--- config.mk ---
export PLATFORM = sky130hd
export DESIGN_NAME = deque_with_indexed_insert
export DESIGN_NICKNAME = d
export VERILOG_FILES = /design/src/rtl/deq_pkg.sv /design/src/rtl/deq_cell.sv /design/src/rtl/deque_with_indexed_insert.sv
export SDC_FILE = /design/constraint.sdc
export NUM_CORES = 1
export LEC_CHECK = 0
export BUFFER_PORTS_ARGS = -buffer_cell sky130_fd_sc_hd__buf_2
export CELL_PAD_IN_SITES_DETAIL_PLACEMENT = 0
export CELL_PAD_IN_SITES_GLOBAL_PLACEMENT = 2
export CORE_MARGIN = 2
export CORE_UTILIZATION = 41
export CTS_BUF_LIST = sky130_fd_sc_hd__clkbuf_8
export DETAILED_ROUTE_END_ITERATION = 7
export HOLD_SLACK_MARGIN = 0.1
export PLACE_DENSITY = 0.8
export SYNTH_ARGS = -nofsm -noshare
export SYNTH_HDL_FRONTEND = slang
export SYNTH_HIERARCHICAL = 1
export SYNTH_SLANG_ARGS = --single-unit
--- constraint.sdc ---
create_clock -name clock -period 3.7 [get_ports clock]
set_clock_uncertainty 0.05 [all_clocks]
set_input_delay 0.555 -clock clock [delete_from_list [all_inputs] [get_ports clock]]
set_output_delay 0.555 -clock clock [all_outputs]
set_load 0.05 [all_outputs]
--- src/rtl/deq_pkg.sv ---
package deq_pkg;

   localparam int unsigned DEF_DEPTH       = 16;
   localparam int unsigned DEF_VALUE_WIDTH = 32;

   localparam int unsigned REQ_TYPE_W = 3;
   localparam int unsigned VALUE_W    = 32;
   localparam int unsigned POS_W      = 8;
   localparam int unsigned STATUS_W   = 2;
   localparam int unsigned COUNT_W    = 9;

   localparam int unsigned REQ_DATA_W = 40;   // value, position
   localparam int unsigned RSP_DATA_W = 48;   // removed_value, count, is_empty, pad

   typedef enum logic [REQ_TYPE_W-1:0] {
      REQ_PUSH_BACK  = 3'd0,
      REQ_PUSH_FRONT = 3'd1,
      REQ_POP_BACK   = 3'd2,
      REQ_POP_FRONT  = 3'd3,
      REQ_INSERT     = 3'd4,
      REQ_CLEAR      = 3'd5
   } req_kind_type;

   typedef enum logic [STATUS_W-1:0] {
      ST_DONE  = 2'd0,
      ST_FULL  = 2'd1,
      ST_EMPTY = 2'd2,
      ST_RANGE = 2'd3
   } status_type;

   // what one cell does this cycle
   typedef enum logic [1:0] {
      CELL_HOLD  = 2'd0,
      CELL_LOAD  = 2'd1,
      CELL_LEFT  = 2'd2,   // take the neighbor toward the front
      CELL_RIGHT = 2'd3    // take the neighbor toward the back
   } cell_op_type;

endpackage

--- src/rtl/deq_cell.sv ---
module deq_cell #(
   parameter int unsigned WIDTH = deq_pkg::DEF_VALUE_WIDTH
) (
   input  logic                  clock,
   input  deq_pkg::cell_op_type  op,
   input  logic [WIDTH-1:0]      load_data,
   input  logic [WIDTH-1:0]      left_data,
   input  logic [WIDTH-1:0]      right_data,
   output logic [WIDTH-1:0]      data
);

   logic [WIDTH-1:0] data_ff;
   logic [WIDTH-1:0] data_in;

   always_comb begin
      unique case (op)
         deq_pkg::CELL_LOAD:  data_in = load_data;
         deq_pkg::CELL_LEFT:  data_in = left_data;
         deq_pkg::CELL_RIGHT: data_in = right_data;
         default:             data_in = data_ff;
      endcase
   end

   always_ff @(posedge clock) begin
      data_ff <= data_in;
   end

   assign data = data_ff;

endmodule

--- src/rtl/deque_with_indexed_insert.sv ---
// Deque with indexed insert, built as a row of entry cells.
// The response word is registered and shows in the cycle after its request word is accepted.
// Throughput: one request word per cycle while no response word is stalled; every operation,
// insert included, moves all the cells it affects in parallel.
// Reset (synchronous, active high) empties the store and drops any pending
// response; cell contents are left as they are and never read until written.
module deque_with_indexed_insert #(
   parameter int unsigned DEPTH       = deq_pkg::DEF_DEPTH,
   parameter int unsigned VALUE_WIDTH = deq_pkg::DEF_VALUE_WIDTH
) (
   input  logic                             clock,
   input  logic                             reset,
   // request side
   input  logic                             req_tvalid,
   output logic                             req_tready,
   input  logic [deq_pkg::REQ_DATA_W-1:0]   req_tdata,  // [31:0] value, [39:32] position
   input  logic [deq_pkg::REQ_TYPE_W-1:0]   req_tuser,  // [2:0] req_type
   // response side
   output logic                             rsp_tvalid,
   input  logic                             rsp_tready,
   output logic [deq_pkg::RSP_DATA_W-1:0]   rsp_tdata,  // [31:0] removed_value,
                                                        // [40:32] count, [41] is_empty,
                                                        // [47:42] zero
   output logic [deq_pkg::STATUS_W-1:0]     rsp_tuser   // [1:0] status
);

   // count needs to reach DEPTH itself; cell index only DEPTH-1
   localparam int unsigned CNT_W = $clog2(DEPTH + 1);
   localparam int unsigned IDX_W = (DEPTH > 1) ? $clog2(DEPTH) : 1;

   // ---------------- request word fields ----------------
   logic [deq_pkg::VALUE_W-1:0]    req_value;
   logic [deq_pkg::POS_W-1:0]      req_position;
   logic [deq_pkg::REQ_TYPE_W-1:0] req_kind;
   logic                           req_fire;

   assign req_value    = req_tdata[31:0];
   assign req_position = req_tdata[39:32];
   assign req_kind     = req_tuser;

   // ---------------- state ----------------
   logic [CNT_W-1:0]             count_ff, count_in;
   logic                         rsp_valid_ff;
   deq_pkg::status_type          rsp_status_ff, rsp_status_in;
   logic [deq_pkg::VALUE_W-1:0]  rsp_removed_ff, rsp_removed_in;
   logic [CNT_W-1:0]             rsp_count_ff;

   // response register frees up when empty or being taken this cycle
   assign req_tready = !rsp_valid_ff || rsp_tready;
   assign req_fire   = req_tvalid && req_tready;

   // ---------------- decode ----------------
   logic                    is_full, is_none;
   logic                    do_insert, do_pop_front, do_pop_back, do_clear;
   logic [CNT_W-1:0]        ins_pos;
   logic [VALUE_WIDTH-1:0]  load_value;
   logic [VALUE_WIDTH-1:0]  cell_data [DEPTH];
   logic [IDX_W-1:0]        back_idx;
   logic [CNT_W-1:0]        count_dec;

   assign is_full    = (count_ff == CNT_W'(DEPTH));
   assign is_none    = (count_ff == '0);
   assign load_value = VALUE_WIDTH'(req_value);
   assign count_dec  = count_ff - CNT_W'(1);
   assign back_idx   = count_dec[IDX_W-1:0];

   always_comb begin
      rsp_status_in  = deq_pkg::ST_DONE;
      rsp_removed_in = '0;
      count_in       = count_ff;
      do_insert      = 1'b0;
      do_pop_front   = 1'b0;
      do_pop_back    = 1'b0;
      do_clear       = 1'b0;
      ins_pos        = count_ff;
      unique case (req_kind)
         deq_pkg::REQ_PUSH_BACK,
         deq_pkg::REQ_PUSH_FRONT: begin
            ins_pos = (req_kind == deq_pkg::REQ_PUSH_BACK) ? count_ff : '0;
            if (is_full) begin
               rsp_status_in = deq_pkg::ST_FULL;
            end else begin
               do_insert = 1'b1;
            end
         end
         deq_pkg::REQ_INSERT: begin
            ins_pos = CNT_W'(req_position);
            // range check wins over the full check
            if ({1'b0, req_position} > deq_pkg::COUNT_W'(count_ff)) begin
               rsp_status_in = deq_pkg::ST_RANGE;
            end else if (is_full) begin
               rsp_status_in = deq_pkg::ST_FULL;
            end else begin
               do_insert = 1'b1;
            end
         end
         deq_pkg::REQ_POP_BACK,
         deq_pkg::REQ_POP_FRONT: begin
            if (is_none) begin
               rsp_status_in = deq_pkg::ST_EMPTY;
            end else if (req_kind == deq_pkg::REQ_POP_BACK) begin
               do_pop_back    = 1'b1;
               rsp_removed_in = deq_pkg::VALUE_W'(cell_data[back_idx]);
            end else begin
               do_pop_front   = 1'b1;
               rsp_removed_in = deq_pkg::VALUE_W'(cell_data[0]);
            end
         end
         deq_pkg::REQ_CLEAR: begin
            do_clear = 1'b1;
         end
         default: begin
            // unused codes leave the store alone and report done
         end
      endcase

      if (do_insert) begin
         count_in = count_ff + CNT_W'(1);
      end else if (do_pop_front || do_pop_back) begin
         count_in = count_dec;
      end else if (do_clear) begin
         count_in = '0;
      end
   end

   // ---------------- cell row ----------------
   // Insert: the cell at ins_pos loads, cells behind it up to count shift back.
   // Pop front: every cell takes its back neighbor; the tail cell keeps its own.
   // Pop back and clear only move the count.
   for (genvar i = 0; i < DEPTH; i++) begin : g_cell
      deq_pkg::cell_op_type  op;
      logic [VALUE_WIDTH-1:0] left_data;
      logic [VALUE_WIDTH-1:0] right_data;

      always_comb begin
         op = deq_pkg::CELL_HOLD;
         if (req_fire) begin
            priority if (do_insert && (CNT_W'(i) == ins_pos)) begin
               op = deq_pkg::CELL_LOAD;
            end else if (do_insert && (CNT_W'(i) > ins_pos) && (CNT_W'(i) <= count_ff)) begin
               op = deq_pkg::CELL_LEFT;
            end else if (do_pop_front) begin
               op = deq_pkg::CELL_RIGHT;
            end else begin
               op = deq_pkg::CELL_HOLD;
            end
         end
      end

      if (i == 0) begin : g_front
         assign left_data = load_value;
      end else begin : g_mid_l
         assign left_data = cell_data[i-1];
      end

      if (i == DEPTH - 1) begin : g_back
         assign right_data = cell_data[i];
      end else begin : g_mid_r
         assign right_data = cell_data[i+1];
      end

      deq_cell #(
         .WIDTH(VALUE_WIDTH)
      ) u_cell (
         .clock      (clock),
         .op         (op),
         .load_data  (load_value),
         .left_data  (left_data),
         .right_data (right_data),
         .data       (cell_data[i])
      );
   end

   // ---------------- registers ----------------
   always_ff @(posedge clock) begin
      if (reset) begin
         count_ff     <= '0;
         rsp_valid_ff <= 1'b0;
      end else begin
         if (req_fire) begin
            count_ff <= count_in;
         end
         if (req_fire) begin
            rsp_valid_ff <= 1'b1;
         end else if (rsp_tready) begin
            rsp_valid_ff <= 1'b0;
         end
      end
   end

   // response payload, loaded with the word that produced it
   always_ff @(posedge clock) begin
      if (req_fire) begin
         rsp_status_ff  <= rsp_status_in;
         rsp_removed_ff <= rsp_removed_in;
         rsp_count_ff   <= count_in;
      end
   end

   // ---------------- response word ----------------
   assign rsp_tvalid       = rsp_valid_ff;
   assign rsp_tuser        = rsp_status_ff;
   assign rsp_tdata[31:0]  = rsp_removed_ff;
   assign rsp_tdata[40:32] = deq_pkg::COUNT_W'(rsp_count_ff);
   assign rsp_tdata[41]    = (rsp_count_ff == '0);
   assign rsp_tdata[47:42] = '0;

endmodule

==> impl_metrics.py <==
metrics = {
    "clock_network": {
        "h-tree-depth": 3,
        "ctsRootBufferMaster": "clkbuf_8",
        "clkTransAtPathRegs_ps": 60,
        "clock_latency_ps": 730,
        "cts_made_buffers": 102,
        "cts_tree": "yes",
        "clkSinkCount": 557,
        "clockBufferDepth": 3,
        "cts_setup_buffers": 0,
    },
    "floorplan": {
        "dieWidth_um": 291,
        "core_sq_um": 82000,
        "initial_core_util_pct": 41.3,
        "die-area_sq_um": 84900,
        "io_pins": 99,
        "num_rows": 105,
        "die_h_um": 291,
    },
    "yosys": {
        "async_flop_share_pct": 0,
        "yosysSeqAreaShare_pct": 49.2,
        "synthCells": 2815,
        "synth_edf_count": 551,
        "synthesis.area_sq_um": 33900,
        "yosysUniqueCellTypes": 55,
        "ys_ff_latch": 557,
        "yosys_most_used_dff": "edfxtp_1",
        "yosysWarnings": 6,
        "syn_area_per_cell_sq_um": 12.0,
    },
    "timing": {
        "slew_violations": 0,
        "rsz0062_at_grt": "no",
        "period_needed_ps": 3530,
        "fin_crit_sh_pct": 95.3,
        "max_slew_margin_pct": 33.5,
        "finalSetupTns_ps": 0,
        "worstMarginPinSlew_ps": 998,
        "fin_ws_ps": 174,
        "fmax_ghz": 0.284,
        "finalSetupViolCount": 0,
        "hold_viol_final": 0,
    },
    "global_routing": {
        "first_global_vias": 24500,
        "grt.overflow.total": 0,
        "grt_max_degree": 68,
        "grt_pass1_wl_um": 163000,
        "antenna_found_initial": 5,
        "grt_util_all_layers_pct": 25.8,
    },
    "critical_path": {
        "cp.required_ps": 4090,
        "endpoint_kind": "register",
        "crit_arrival_ps": 3920,
        "cp_max_fo": 13,
        "critPathLaunchType": "register",
        "critical_path_class": "reg -> reg",
    },
    "detailed_routing": {
        "dr.pass1.iters": 5,
        "drc": 0,
        "wl_per_cell_um": 27.0,
        "route.vias.total": 24300,
        "routed_via_density": 5.94,
        "drtIter0Drc": 2266,
        "ant_nets": 0,
        "wirelength_um": 110000,
    },
    "pwr": {
        "pwr-share-clk_pct": 33.6,
        "internal_power_w": 0.0114,
        "power_leakage_nw": 12.1,
        "vdd_drop_max_mv": 0.219,
        "p_per_area_nw_per_um2": 427,
        "switching_power_w": 0.00487,
        "switching_share_pct": 29.9,
        "combPwrFrac_pct": 19.8,
        "pwr-share-seq_pct": 46.6,
    },
    "placement": {
        "dp_hpwl_um": 74300,
        "place_ws_ps": -32.5,
        "numPortBuffers": 88,
        "place_area_sq_um": 36400,
        "gp_congestion": 0.878,
    },
    "cells_and_area": {
        "finalNetCount": 2998,
        "nFillCells": 7474,
        "finish.instance_area_sq_um": 38200,
        "final_core_util_pct": 46.6,
        "areaGrowthSynthToFinish_pct": 12.9,
        "drive_gt1_share_pct": 20.0,
    },
    "job": {
        "drv_cap": 0,
    },
    "status": {
        "status": "complete, no violations",
    },
    "min_path": {
        "hold_class": "in -> reg",
    },
}
## stage by stage
step | instances | power [W] | hold WS, ps
final | 4092 | 0.0163 | 224
after global routing | 4091 | 0.0170 | 196
after CTS | 4090 | 0.0164 | 159
after detailed placement | 3904 | 0.0109 | 490
after global placement | 3904 | 0.0109 | 473
after floorplan | 2824 | 0.00971 | 530
## state kept, by name, indices dropped and copies added, names as in the netlist
signal and cells:
rsp_count_ff 5, g_cell.u_cell/data 512, rsp_tuser 2, count_ff 5, rsp_tvalid 1, rsp_removed_ff 32
## final timing paths
check                                           start                                    to  slack [ps]  depth (start not counted)
hold / removal                           req_tuser[1]                rsp_tuser[1]$_DFFE_PP_         220                          2
setup / recovery             count_ff[4]$_SDFFE_PP0P_  g_cell[10].u_cell/data[22]$_DFFE_PP_         170                         12
setup reg to reg             count_ff[4]$_SDFFE_PP0P_  g_cell[10].u_cell/data[22]$_DFFE_PP_         170                         12
hold reg to reg   g_cell[0].u_cell/data[26]$_DFFE_PP_      rsp_removed_ff[26]$_SDFFCE_PP0P_         590                          2
## final cells by class
class                   count  area (sq um)  share of cell area [%]
clock buffers             105          1450                    3.78
well taps                1070          1340                    3.50
diodes                      2          5.00                  0.0131
flip-flops and latches    557         16700                    43.6
multi-input cells        2008         15600                    40.8
clock inverters            78           390                    1.02
inverters                   9          33.8                  0.0884
repair buffers            263          2740                    7.17
## Yosys cell counts, drive strengths merged (3+ instances only)
library cell,number,share of area [%]
nor3,4,0.059
or3,3,0.055
nand2,23,0.25
nor2b,4,0.074
a21oi,558,8.3
a21o,6,0.13
nand2b,8,0.15
nand3b,3,0.066
ha,10,0.37
nand3,18,0.27
nor2,569,6.3
dfxtp,6,0.35
a31oi,5,0.092
a211oi,5,0.16
edfxtp,551,49
mux4,160,11
or2,18,0.33
mux2i,547,16
a221oi,6,0.19
clkbuf,83,0.92
xnor2,4,0.10
o211ai,5,0.11
buf,167,5.1
inv,7,0.078
o21ai,15,0.22
nor3b,5,0.11
## worst max-delay path: stages, from the launching register on
cell and delay (ps):
dfxtp_1 340, clkinv_1 100, ha_1 190, or4_1 570
a211oi_2 200, a21oi_2 140, a211oi_2 460, nand2_1 250
a21oi_4 220, buf_12 210, buf_12 190, mux2i_1 220
a21oi_1 90
## power groups by stage
stage | Sequential, W | Clock [W] | Combinational [W]
2_1_floorplan | 0.00773 | 0 | 0.00198
3_3_place_gp | 0.00771 | 0 | 0.00318
3_5_place_dp | 0.00772 | 0 | 0.00323
4_1_cts | 0.00759 | 0.00561 | 0.00324
5_1_grt | 0.00763 | 0.00590 | 0.00343
6_report | 0.00759 | 0.00548 | 0.00324
## cells by family (layout without fill, tap and decap cells)
group,Yosys count,count (layout),synth area share (%)
compound gates,613,613,9.51
xor+xnor,5,5,0.129
fa+ha+maj,10,10,0.369
buf+inv,259,455,6.11
flops,557,557,49.2
mux,707,707,26.8
other cells,1,12,0.0111
simple gates,663,663,7.87
## what timing repair did
action / CTS / global route
hold buffers: 3 / 0
gates resized for setup: 0 / 0
endpoints found under the hold margin: 5 / 0
## per-layer routing
layer / global-route usage, % / up-vias / share of wire, %
met3: 5.00 / 216 / 7.7
li1: - / 10900 / -
met2: 42.6 / 1083 / 48
met5: 0 / - / 0.034
met1: 33.6 / 12100 / 41
met4: 10.0 / 6 / 3.7
## cells in the final DEF (no fill, tap or decap), types with 10 or more instances in the layout
master and instances:
buf_12 78, nand3_1 18, buf_4 95, clkbuf_8 105, a21oi_1 540, inv_1 44
a21oi_4 16, nand2_1 22, edfxtp_1 551, conb_1 10, buf_2 87, nor2_1 566
mux4_2 160, clkinv_1 25, mux2i_1 547, or2_4 15
Note: power is estimated with default switching activity, not from simulation.
